===== src/hw/rtl/shacal_pkg.sv =====
// Shared types, constants and the round function for the SHACAL-2 encryptor.
`default_nettype none

package shacal_pkg;

  localparam int WORD_W      = 32;
  localparam int NUM_WORDS   = 8;
  localparam int KEY_DEPTH   = 64;
  localparam int KEY_IDX_W   = $clog2(KEY_DEPTH);
  localparam int ROUNDS_DEF  = 64;
  localparam int QUEUE_DEPTH = 2;

  typedef logic [WORD_W-1:0]                word_t;
  typedef logic [NUM_WORDS-1:0][WORD_W-1:0] words_t;

  typedef enum logic {
    CMD_LOAD    = 1'b0,
    CMD_ENCRYPT = 1'b1
  } cmd_kind_t;

  typedef struct packed {
    cmd_kind_t            kind;
    logic [KEY_IDX_W-1:0] key_index;
    word_t                key_word;
    words_t               block;
  } cmd_t;

  function automatic word_t rotr(input word_t x, input int unsigned n);
    return (x >> n) | (x << (WORD_W - n));
  endfunction

  // One SHA-256 compression round; word 0 is A, word 7 is H.
  function automatic words_t sha_round(input words_t w, input word_t rk);
    word_t  s1;
    word_t  ch;
    word_t  t1;
    word_t  s0;
    word_t  mj;
    word_t  t2;
    words_t r;
    s1 = rotr(w[4], 6) ^ rotr(w[4], 11) ^ rotr(w[4], 25);
    ch = (w[4] & w[5]) ^ (~w[4] & w[6]);
    t1 = w[7] + s1 + ch + rk;
    s0 = rotr(w[0], 2) ^ rotr(w[0], 13) ^ rotr(w[0], 22);
    mj = (w[0] & w[1]) ^ (w[0] & w[2]) ^ (w[1] & w[2]);
    t2 = s0 + mj;
    r[7] = w[6];
    r[6] = w[5];
    r[5] = w[4];
    r[4] = w[3] + t1;
    r[3] = w[2];
    r[2] = w[1];
    r[1] = w[0];
    r[0] = t1 + t2;
    return r;
  endfunction

endpackage

`default_nettype wire


===== src/hw/rtl/shacal_front.sv =====
// Front end: accepts input transactions, classifies them and queues them.
`default_nettype none

module shacal_front
  import shacal_pkg::*;
(
  input  wire logic                 clk,
  input  wire logic                 rst_n,
  input  wire logic                 push,
  output logic                      full,
  input  wire logic                 op,
  input  wire logic [KEY_IDX_W-1:0] key_index,
  input  wire word_t                key_word,
  input  wire words_t               block,
  output logic                      cmd_valid,
  output cmd_t                      cmd,
  input  wire logic                 cmd_pop
);

  localparam int PTR_W = (QUEUE_DEPTH > 1) ? $clog2(QUEUE_DEPTH) : 1;
  localparam int CNT_W = $clog2(QUEUE_DEPTH + 1);

  cmd_t             q_r [QUEUE_DEPTH];
  logic [PTR_W-1:0] wr_ptr_r, wr_ptr_nxt;
  logic [PTR_W-1:0] rd_ptr_r, rd_ptr_nxt;
  logic [CNT_W-1:0] count_r, count_nxt;
  cmd_t             in_cmd;
  logic             wr_en;
  logic             rd_en;

  always_comb begin
    in_cmd.kind      = op ? CMD_ENCRYPT : CMD_LOAD;
    in_cmd.key_index = key_index;
    in_cmd.key_word  = key_word;
    in_cmd.block     = block;
  end

  assign full      = (count_r == CNT_W'(QUEUE_DEPTH));
  assign cmd_valid = (count_r != '0);
  assign cmd       = q_r[rd_ptr_r];
  assign wr_en     = push && !full;
  assign rd_en     = cmd_pop && cmd_valid;

  always_comb begin
    wr_ptr_nxt = wr_ptr_r;
    rd_ptr_nxt = rd_ptr_r;
    count_nxt  = count_r;
    if (wr_en) begin
      wr_ptr_nxt = (wr_ptr_r == PTR_W'(QUEUE_DEPTH - 1)) ? '0 : wr_ptr_r + PTR_W'(1);
    end
    if (rd_en) begin
      rd_ptr_nxt = (rd_ptr_r == PTR_W'(QUEUE_DEPTH - 1)) ? '0 : rd_ptr_r + PTR_W'(1);
    end
    case ({wr_en, rd_en})
      2'b10:   count_nxt = count_r + CNT_W'(1);
      2'b01:   count_nxt = count_r - CNT_W'(1);
      default: count_nxt = count_r;
    endcase
  end

  always_ff @(posedge clk) begin
    if (!rst_n) begin
      wr_ptr_r <= '0;
      rd_ptr_r <= '0;
      count_r  <= '0;
    end else begin
      wr_ptr_r <= wr_ptr_nxt;
      rd_ptr_r <= rd_ptr_nxt;
      count_r  <= count_nxt;
    end
  end

  always_ff @(posedge clk) begin
    if (wr_en) begin
      q_r[wr_ptr_r] <= in_cmd;
    end
  end

endmodule

`default_nettype wire


===== src/hw/rtl/shacal_core.sv =====
// Back end: round word store, iterative SHA-256 round engine and result register.
`default_nettype none

module shacal_core
  import shacal_pkg::*;
#(
  parameter int ROUNDS = ROUNDS_DEF
) (
  input  wire logic clk,
  input  wire logic rst_n,
  input  wire logic cmd_valid,
  input  wire cmd_t cmd,
  output logic      cmd_pop,
  output logic      out_valid,
  output words_t    out_words,
  input  wire logic out_pop
);

  typedef enum logic {
    ST_IDLE,
    ST_RUN
  } state_t;

  state_t               state_r;
  logic [KEY_IDX_W-1:0] cnt_r;
  words_t               ww_r;
  word_t                rk_r;
  logic                 out_valid_r;
  words_t               out_words_r;
  word_t                key_mem_r [KEY_DEPTH];

  logic                 take;
  logic                 last;
  logic                 advance;
  logic [KEY_IDX_W-1:0] rd_addr;
  words_t               round_w;

  assign take    = (state_r == ST_IDLE) && cmd_valid;
  assign last    = (cnt_r == KEY_IDX_W'(ROUNDS - 1));
  // the final round waits until the result register is free
  assign advance = (state_r == ST_RUN) && !(last && out_valid_r && !out_pop);
  assign rd_addr = take ? '0 : cnt_r + KEY_IDX_W'(1);
  assign round_w = sha_round(ww_r, rk_r);

  assign cmd_pop   = take;
  assign out_valid = out_valid_r;
  assign out_words = out_words_r;

  // Round word prefetch: rk_r holds the word for the round in cnt_r.
  always_ff @(posedge clk) begin
    if (take && cmd.kind == CMD_LOAD) begin
      key_mem_r[cmd.key_index] <= cmd.key_word;
    end
    if (take || advance) begin
      rk_r <= key_mem_r[rd_addr];
    end
  end

  always_ff @(posedge clk) begin
    if (!rst_n) begin
      state_r     <= ST_IDLE;
      cnt_r       <= '0;
      ww_r        <= '0;
      out_valid_r <= 1'b0;
    end else begin
      if (out_valid_r && out_pop) begin
        out_valid_r <= 1'b0;
      end
      case (state_r)
        ST_IDLE: begin
          if (take && cmd.kind == CMD_ENCRYPT) begin
            state_r <= ST_RUN;
            cnt_r   <= '0;
            ww_r    <= cmd.block;
          end
        end
        ST_RUN: begin
          if (advance) begin
            ww_r  <= round_w;
            cnt_r <= cnt_r + KEY_IDX_W'(1);
            if (last) begin
              state_r     <= ST_IDLE;
              out_valid_r <= 1'b1;
              out_words_r <= round_w;
            end
          end
        end
        default: state_r <= ST_IDLE;
      endcase
    end
  end

endmodule

`default_nettype wire


===== src/hw/rtl/shacal2_block_encrypt.sv =====
// Top level of the SHACAL-2 block encryptor.
//
// Input queue: a transaction is taken when in_push is high and in_full low.
// in_op = 0 loads in_key_word as round word in_key_index; in_op = 1 encrypts
// the eight block words. All ROUNDS round words must be loaded first.
// Result queue: while out_empty is low the ciphertext is on out_cipher_word_*;
// it is taken when out_pop is high. Loads give no result.
// Transactions pass a two-entry command queue, then execute in order.
// A block waits in the queue until the round engine is idle; it is then
// dequeued and round word 0 is prefetched, and the engine runs ROUNDS
// SHA-256 rounds, one per cycle while its final round is not stalled.
// Blocks are encrypted one at a time by the single round engine; a load
// is taken by the idle engine and starts no rounds.
// Stall: a pending result holds; the next block runs up to its final round
// and waits there, while the queue keeps taking transactions until full.
// Reset (synchronous, active low) empties both queues and clears the state;
// round words are undefined until loaded.
`default_nettype none

module shacal2_block_encrypt
  import shacal_pkg::*;
#(
  parameter int ROUNDS = ROUNDS_DEF
) (
  input  wire logic                 clk,
  input  wire logic                 rst_n,
  input  wire logic                 in_push,
  output logic                      in_full,
  input  wire logic                 in_op,
  input  wire logic [KEY_IDX_W-1:0] in_key_index,
  input  wire word_t                in_key_word,
  input  wire word_t                in_block_word_0,
  input  wire word_t                in_block_word_1,
  input  wire word_t                in_block_word_2,
  input  wire word_t                in_block_word_3,
  input  wire word_t                in_block_word_4,
  input  wire word_t                in_block_word_5,
  input  wire word_t                in_block_word_6,
  input  wire word_t                in_block_word_7,
  output logic                      out_empty,
  input  wire logic                 out_pop,
  output word_t                     out_cipher_word_0,
  output word_t                     out_cipher_word_1,
  output word_t                     out_cipher_word_2,
  output word_t                     out_cipher_word_3,
  output word_t                     out_cipher_word_4,
  output word_t                     out_cipher_word_5,
  output word_t                     out_cipher_word_6,
  output word_t                     out_cipher_word_7
);

  words_t block;
  words_t cipher;
  cmd_t   cmd;
  logic   cmd_valid;
  logic   cmd_pop;
  logic   out_valid;

  assign block[0] = in_block_word_0;
  assign block[1] = in_block_word_1;
  assign block[2] = in_block_word_2;
  assign block[3] = in_block_word_3;
  assign block[4] = in_block_word_4;
  assign block[5] = in_block_word_5;
  assign block[6] = in_block_word_6;
  assign block[7] = in_block_word_7;

  shacal_front u_front (
    .clk       (clk),
    .rst_n     (rst_n),
    .push      (in_push),
    .full      (in_full),
    .op        (in_op),
    .key_index (in_key_index),
    .key_word  (in_key_word),
    .block     (block),
    .cmd_valid (cmd_valid),
    .cmd       (cmd),
    .cmd_pop   (cmd_pop)
  );

  shacal_core #(
    .ROUNDS (ROUNDS)
  ) u_core (
    .clk       (clk),
    .rst_n     (rst_n),
    .cmd_valid (cmd_valid),
    .cmd       (cmd),
    .cmd_pop   (cmd_pop),
    .out_valid (out_valid),
    .out_words (cipher),
    .out_pop   (out_pop)
  );

  assign out_empty         = !out_valid;
  assign out_cipher_word_0 = cipher[0];
  assign out_cipher_word_1 = cipher[1];
  assign out_cipher_word_2 = cipher[2];
  assign out_cipher_word_3 = cipher[3];
  assign out_cipher_word_4 = cipher[4];
  assign out_cipher_word_5 = cipher[5];
  assign out_cipher_word_6 = cipher[6];
  assign out_cipher_word_7 = cipher[7];

endmodule

`default_nettype wire


===== config.mk =====
export PLATFORM = sky130hd
export DESIGN_NAME = shacal2_block_encrypt
export DESIGN_NICKNAME = d
export VERILOG_FILES = /design/src/hw/rtl/shacal_pkg.sv /design/src/hw/rtl/shacal_front.sv /design/src/hw/rtl/shacal_core.sv /design/src/hw/rtl/shacal2_block_encrypt.sv
export SDC_FILE = /design/constraint.sdc
export NUM_CORES = 2
export LEC_CHECK = 0
export BUFFER_PORTS_ARGS = -buffer_cell sky130_fd_sc_hd__clkbuf_2
export CORE_ASPECT_RATIO = 0.5
export CORE_UTILIZATION = 30
export DETAILED_ROUTE_END_ITERATION = 12
export GPL_TIMING_DRIVEN = 1
export PLACE_DENSITY = 0.48
export RECOVER_POWER = 50
export SLEW_MARGIN = 20
export SYNTH_ARGS = -nofsm -noshare
export SYNTH_HDL_FRONTEND = slang
export SYNTH_SLANG_ARGS = --single-unit

===== constraint.sdc =====
create_clock -name clk -period 41.7 [get_ports clk]
set_input_delay 6.255 -clock clk [delete_from_list [all_inputs] [get_ports clk]]
set_output_delay 6.255 -clock clk [all_outputs]
set_load 0.02 [all_outputs]

### Word-level counts from Yosys, hierarchy flattened

Memory sizes are Yosys's and may differ from the RTL's. A register that Yosys moved wholly into a read port is not among the register bits.
Cells that the tools add are included.

| cells by class | value |
|---|---|
| add/sub/neg operators | 11 |
| multiply operators | 0 |
| divide/modulo/power cells | 0 |
| magnitude comparators | 0 |
| eq/ne operators | 6 |
| shifts and indexed selects | 0 |
| mux-type cells | 25 |
| bitwise gates (word level) | 21 |
| reductions and logical operators | 18 |

Operators with widths:

| cell | count |
|---|---|
| 2-to-1 mux 256 bit | 2 |
| one-hot mux 256 bit (2 select lines) | 1 |
| bitwise XOR 32 bit | 7 |
| adder 32 bit | 6 |
| bitwise AND 32 bit | 5 |
| NOT 32 bit | 1 |
| OR 10 x 32 -> 32 bit | 1 |
| OR 19 x 32 -> 32 bit | 1 |
| OR 21 x 32 -> 32 bit | 1 |
| OR 26 x 32 -> 32 bit | 1 |
| OR 30 x 32 -> 32 bit | 1 |
| OR 7 x 32 -> 32 bit | 1 |
| 2-to-1 mux 6 bit | 3 |
| 2-to-1 mux 1 bit | 16 |
| one-hot mux 6 bit (2 select lines) | 1 |
| logical AND 1 bit | 9 |
| adder 6 x 1 -> 6 bit, second input constant | 1 |
| == test 6 bit, second input constant | 1 |
| == test 2 bit, second input constant | 2 |
| logical NOT 1 bit | 4 |
| inequality test 2 bit, second input constant | 2 |
| one-hot mux 2 bit (2 select lines) | 1 |
| AND reduction 4 bit | 1 |
| nonzero test 2 bit | 2 |
| other kinds (8) | 10 |

| storage, ports and cells | value |
|---|---|
| register bits after elaboration | 524 |
| bits in latches | 0 |
| bits in writable memories | 2638 |
| memory bits (read-only) | 0 |
| bits of input ports | 299 |
| memories | 2 |

Memories:

| name | words | bits a word | read ports | clocked after Yosys merged registers in | write ports | RTL line | text |
|---|---|---|---|---|---|---|---|
| u_core.key_mem_r | 64 | 32 | 1 | 1 | 1 | shacal_core.sv:30 | `word_t key_mem_r [KEY_DEPTH];` |
| u_front.q_r | 2 | 295 | 1 | 1 | 1 | shacal_front.sv:23 | `cmd_t q_r [QUEUE_DEPTH];` |

### Logic depth before layout (Yosys ltp)

| depth | value |
|---|---|
| depth after elaboration | 9 |
| depth in mapped cells | 32 |

### Hierarchy

From an unflattened synthesis, not the netlist that was laid out.

| second synthesis, totals | value |
|---|---|
| cells, all modules | 9331 |
| area total of the unflattened synthesis | 131519.9 um^2 |

By module, submodules not included:

| module | times used | cells each | area each (um^2) | sequential area each (um^2) |
|---|---|---|---|---|
| shacal_core | 1 | 8386 | 109897.9 | 75432.3 |
| shacal_front | 1 | 944 | 21618.2 | 17817.1 |
| shacal2_block_encrypt | 1 | 1 | 3.8 | 0.0 |

### Worst setup path before layout

Ideal clock, no wire load.

| timing | value |
|---|---|
| kind | input -> register |
| from | input port in_push |
| to | register u_front.wr_ptr_r |
| setup time | 0.116 ns |
| arrival | 19.479 ns |
| required time | 41.584 ns |
| setup slack | 22.105 ns |
| stages | 3 |
| buffers on the path | 0 |
| path through | nand2_1 > nor2_1 > o21a_1 |

| between the ends | value |
|---|---|
| longest elaborated chain between the ends | 1 |

Ends and longest elaborated chain:

| what | RTL line | text |
|---|---|---|
| from (decl) | shacal2_block_encrypt.sv:27 | `input wire logic in_push,` |
| logical AND 1 bit | shacal_front.sv:41 | `assign wr_en = push && !full;` |
| to (signal assigned) | shacal_front.sv:67 | `wr_ptr_r <= wr_ptr_nxt;` |
| to (decl) | shacal_front.sv:24 | `logic [PTR_W-1:0] wr_ptr_r, wr_ptr_nxt;` |

No other way between the ends.
A chain may end at the register's enable or synchronous reset.

### Final worst setup path

| timing | value |
|---|---|
| from | input port in_push |
| to | memory u_front.q_r[1][166] (netlist bit), enable pin |

| between the ends | value |
|---|---|
| longest elaborated chain between the ends | 3 |

Ends and longest elaborated chain:

| what | RTL line | text |
|---|---|---|
| logical AND 1 bit | shacal_front.sv:41 |  |
| 2-to-1 mux 1 bit | shacal_front.sv:74 | `if (wr_en) begin` |
| 2-to-1 mux 1 bit (implied by the code) | shacal_front.sv:75 | `q_r[wr_ptr_r] <= in_cmd;` |
| to (decl) | shacal_front.sv:23 |  |

No other way between the ends.

==> impl_metrics.prom <==
# TYPE chip_impl_metric gauge
chip_impl_info{name="outcome",value="finished with violations"} 1
chip_impl_info{name="violations_in_the_final_reports",value="max-capacitance violations, max-slew violations"} 1
chip_impl_info{name="cts_root_buffer",value="sky130_fd_sc_hd__clkbuf_16"} 1
chip_impl_metric{name="cap_violations",unit=""} 66
chip_impl_metric{name="crit_required",unit="ps"} 42200
chip_impl_info{name="grt_most_used_layer",value="met2"} 1
chip_impl_metric{name="drtIter0Drc",unit=""} 8582
chip_impl_metric{name="detail-route-antenna-nets",unit=""} 0
chip_impl_metric{name="die-width",unit="µm"} 938.6
chip_impl_metric{name="post_synthesis_mean_instance_area",unit="µm²"} 14.29
chip_impl_info{name="synth-main-ff-cell",value="sky130_fd_sc_hd__edfxtp_1"} 1
chip_impl_metric{name="number_of_global_route_vias_before_repair",unit=""} 78294
chip_impl_info{name="worst_setup_path_start_kind",value="primary input"} 1
chip_impl_metric{name="hold_viol",unit=""} 0
chip_impl_metric{name="cts_setup_buffers",unit=""} 0
chip_impl_info{name="worstSetupStartpoint",value="in_push"} 1
chip_impl_metric{name="cts_made_buffers",unit=""} 321
chip_impl_metric{name="place.gp.congestion",unit=""} 0.8176
chip_impl_metric{name="finalSetupViolations",unit=""} 0
chip_impl_metric{name="avgViaCountPerCell",unit=""} 5.205
chip_impl_info{name="setup.worst_path.class",value="in -> reg"} 1
chip_impl_metric{name="fp.coreArea",unit="µm²"} 435400
chip_impl_info{name="holdCritPathClass",value="reg -> reg"} 1
chip_impl_metric{name="synth_edf_count",unit=""} 2926
chip_impl_info{name="timing.critical_path.to_type",value="flop"} 1
chip_impl_metric{name="proportion_of_synthesized_chip_area_in_sequential_cells",unit="%"} 70.87
chip_impl_metric{name="routed-via-count",unit=""} 81772
chip_impl_metric{name="fmaxAchievable",unit="MHz"} 112.8
chip_impl_metric{name="postRouteWirelength",unit="µm"} 448000
chip_impl_metric{name="synth_compound_area_share",unit="%"} 9.001
chip_impl_metric{name="timing.max_slew.rel_slack",unit="%"} -178.0
chip_impl_metric{name="post_route_cells_drive_above_1_share",unit="%"} 14.28
chip_impl_info{name="critical-path-slowest-cell",value="sky130_fd_sc_hd__buf_4"} 1
chip_impl_metric{name="slew_of_the_pin_with_the_lowest_slew_margin",unit="ps"} 4170
chip_impl_metric{name="post_drt_wl_per_cell",unit="µm"} 28.51
chip_impl_metric{name="post_cts_resize_count",unit=""} 0
chip_impl_metric{name="drcViolationCount",unit=""} 0
chip_impl_metric{name="fp.dieArea",unit="µm²"} 441400
chip_impl_metric{name="timing.setup.tns",unit="ps"} 0
chip_impl_metric{name="dp_cells",unit=""} 15139
chip_impl_metric{name="final_cell_count_no_fill",unit=""} 15710
chip_impl_metric{name="overflow",unit=""} 0
chip_impl_metric{name="worst-path-max-fanout",unit=""} 60
chip_impl_metric{name="synth_fa_ha_area_share",unit="%"} 2.507
chip_impl_metric{name="hold_buffers",unit=""} 0
chip_impl_info{name="setup_repair_after_global_routing_missed_its_margin",value="no"} 1
chip_impl_metric{name="ffs_latches_synth",unit=""} 3195
chip_impl_metric{name="critical_path_buf_inv_count",unit=""} 4
chip_impl_metric{name="grt.met3_usage",unit="%"} 2.444
chip_impl_info{name="cp_common_cell",value="sky130_fd_sc_hd__buf_4"} 1
chip_impl_metric{name="yosysWarnings",unit=""} 0
chip_impl_metric{name="yosys.area_share.xor_xnor",unit="%"} 1.516
chip_impl_info{name="netlist_top_cells_area",value="sky130_fd_sc_hd__edfxtp_1 (67%), sky130_fd_sc_hd__nand2_1 (4.6%), sky130_fd_sc_hd__dfxtp_1 (4.1%)"} 1
chip_impl_metric{name="syn-num-nets",unit=""} 9696
chip_impl_metric{name="grt_pass1_wl",unit="µm"} 622600
chip_impl_info{name="timing.rr.start",value="u_core.round_w[161]$_SDFFE_PN0P_"} 1
chip_impl_metric{name="synthMuxAreaShare",unit="%"} 4.880
chip_impl_metric{name="core.rowCount",unit=""} 171
chip_impl_metric{name="gr-usage-all-layers",unit="%"} 19.45
chip_impl_metric{name="h-tree-depth",unit=""} 5
chip_impl_metric{name="layout_min_cycle_time",unit="ps"} 8863
chip_impl_metric{name="groute.layer.met2.usage",unit="%"} 31.55
chip_impl_metric{name="netlist.area_leader.share",unit="%"} 66.78
chip_impl_metric{name="syn-instance-count",unit=""} 9208
chip_impl_info{name="mostFrequentLayoutCell",value="sky130_fd_sc_hd__edfxtp_1"} 1
chip_impl_metric{name="clk_pin_slew_worst_paths",unit="ps"} 60
chip_impl_metric{name="global_route.usage.met1",unit="%"} 27.67
chip_impl_metric{name="starting_density_of_the_core",unit="%"} 30.22
chip_impl_info{name="cpLargestDelayFamily",value="buffers and inverters"} 1
chip_impl_metric{name="fp.dieH",unit="µm"} 470.3
chip_impl_info{name="cp_cell_sequence",value="clkbuf_2 -> and3_4 -> buf_4 -> buf_4 -> buf_4"} 1
chip_impl_metric{name="placement.io_buffers",unit=""} 556
chip_impl_metric{name="synth_simple_gate_area_share",unit="%"} 8.656
chip_impl_metric{name="period_share",unit="%"} 21.25
chip_impl_info{name="layout_common_cells",value="sky130_fd_sc_hd__edfxtp_1 (2926), sky130_fd_sc_hd__nand2_1 (1614), sky130_fd_sc_hd__clkbuf_2 (555)"} 1
chip_impl_metric{name="post_synth_num_cell_types",unit=""} 79
chip_impl_metric{name="worst_skew_pair_latency",unit="ps"} 930
chip_impl_metric{name="drv_slew",unit=""} 2980
chip_impl_info{name="clock_tree_from_tritoncts",value="yes"} 1
chip_impl_metric{name="clk_path_buf_depth",unit=""} 4
chip_impl_metric{name="fin_skew",unit="ps"} 84.72
chip_impl_metric{name="timing.critical_path.arrival",unit="ps"} 9360
chip_impl_metric{name="fillers",unit=""} 42097
chip_impl_info{name="synth_area_leader_cell",value="sky130_fd_sc_hd__edfxtp_1"} 1
chip_impl_metric{name="syn2layout_area_growth",unit="%"} 14.69
chip_impl_info{name="combinational_family_with_the_most_area_after_synthesis",value="compound AO/OA/AOI/OAI gates"} 1
chip_impl_metric{name="firstDrtPassIters",unit=""} 5
chip_impl_metric{name="worst_path_largest_cell_delay",unit="ps"} 790
chip_impl_metric{name="synth-async-reset-ratio",unit="%"} 0
chip_impl_info{name="min-delay-start",value="u_core.round_w[183]$_SDFFE_PN0P_"} 1
chip_impl_metric{name="nNetsFinal",unit=""} 10155
chip_impl_metric{name="ios",unit=""} 557
chip_impl_metric{name="cts_num_sinks",unit=""} 3195
chip_impl_metric{name="grt_start_max_net_pins",unit=""} 197
chip_impl_metric{name="grt_antenna_before_repair",unit=""} 31
chip_impl_metric{name="netlist_area",unit="µm²"} 131600
chip_impl_metric{name="detailed_place_hpwl",unit="µm"} 275200
==> cell families (layout without fill, tap and decap cells) <==
| logic type | after synthesis | in the layout |
|---|---|---|
| AND/OR/NAND/NOR | 2598 | 2598 |
| multiplexers | 458 | 458 |
| XOR/XNOR | 226 | 226 |
| AO/OA/AOI/OAI | 1675 | 1675 |
| other | 0 | 6 |
| flip-flops | 3195 | 3195 |
| buffers and inverters | 845 | 1546 |
| adder cells (fa/ha/maj) | 211 | 211 |
==> Yosys cell counts, drive strengths merged (4+ instances only) <==
cell     number
a2111oi       7
o21a         19
ha           94
nand2      1619
xor2         50
o211ai      378
mux2i       259
nand4        20
o211a         4
or3         158
o21ai       110
nor2b        16
nor3         44
and4          4
maj3         22
mux2         58
and3        129
dfxtp       269
nand3       296
and2         15
inv         181
o311ai        5
nor2        171
a21oi       238
clkbuf      482
xnor2       176
a21o         57
fa           95
nor4b         6
o21bai       16
buf         182
mux4        141
a311oi       85
o221ai      152
a21boi      234
a211oi      104
o32ai         6
a31oi       226
nand2b      110
edfxtp     2926
==> registers in the layout (all words and copies together) (netlist names), named ones only <==
name and flops:
u_core.cnt_r 6, u_core.key_mem_r 2048, u_core.out_valid 1, u_core.out_words 256
u_core.rk_r 32, u_core.round_w 192, u_core.state_r 1, u_core.ww_r 64
u_front.count_r 2, u_front.q_r 590, u_front.rd_ptr_r 1, u_front.wr_ptr_r 1
==> worst register-to-register path: stages (launching register included) <==
cell	delay, ps
sky130_fd_sc_hd__dfxtp_1	310
sky130_fd_sc_hd__clkbuf_1	640
sky130_fd_sc_hd__mux2_1	450
sky130_fd_sc_hd__fa_1	510
sky130_fd_sc_hd__fa_1	410
sky130_fd_sc_hd__ha_1	220
sky130_fd_sc_hd__fa_1	490
sky130_fd_sc_hd__a211oi_2	290
sky130_fd_sc_hd__nor4_2	100
sky130_fd_sc_hd__o41a_1	440
sky130_fd_sc_hd__o21a_1	170
sky130_fd_sc_hd__o21ai_0	140
sky130_fd_sc_hd__nand2b_1	110
sky130_fd_sc_hd__a21o_1	180
sky130_fd_sc_hd__a21oi_1	210
sky130_fd_sc_hd__o21a_1	170
sky130_fd_sc_hd__xnor2_1	280
sky130_fd_sc_hd__fa_1	500
sky130_fd_sc_hd__ha_1	390
sky130_fd_sc_hd__and4_1	280
sky130_fd_sc_hd__and3_1	170
sky130_fd_sc_hd__o2111ai_1	210
sky130_fd_sc_hd__a31oi_1	460
sky130_fd_sc_hd__a21boi_0	240
sky130_fd_sc_hd__or3_1	390
sky130_fd_sc_hd__a311oi_1	290
sky130_fd_sc_hd__a31o_2	140
==> cell type report <==
class,instances,area (µm²),share of cell area (%)
inverters,181,699.4,0.4635
multi-input cells,5168,35390,23.45
repair buffers,800,4453,2.951
clock buffers,416,8713,5.774
flip-flops and latches,3195,93250,61.80
diodes,6,15.01,0.009950
clock inverters,149,1126,0.7462
well taps,5795,7251,4.805
==> final timing paths <==
kind                                          end  slack [ps]  depth (start not counted)
setup reg to reg  u_core.round_w[61]$_SDFFE_PN0P_       33450                         26
hold reg to reg   u_core.out_words[183]$_DFFE_PP_         440                          0
hold / removal    u_core.out_words[183]$_DFFE_PP_         440                          0
setup / recovery    u_front.q_r[1][166]$_DFFE_PP_       32840                          5
==> per-layer routing <==
layer,part of all wire [%],vias up
met5,0.013,-
met4,3.0,6
met3,5.7,567
met2,47,2798
met1,45,42721
li1,-,35680
==> through the flow <==
step                      util, %  hold WS, ps  setup slack, ps  cell area [µm²]
after floorplan                 -        406.4            22110           131600
after global placement      32.50        445.4            31860           141500
after detailed placement    32.50        429.2            31880           141500
after CTS                   34.76        446.5            32820           151400
after global routing        34.65        455.8            32680           150900
final                       34.66        443.4            32840           150900
Power is left out: the tool's default activity adds up to more than one toggle a clock period on the data nets, which glitch-free logic cannot reach.
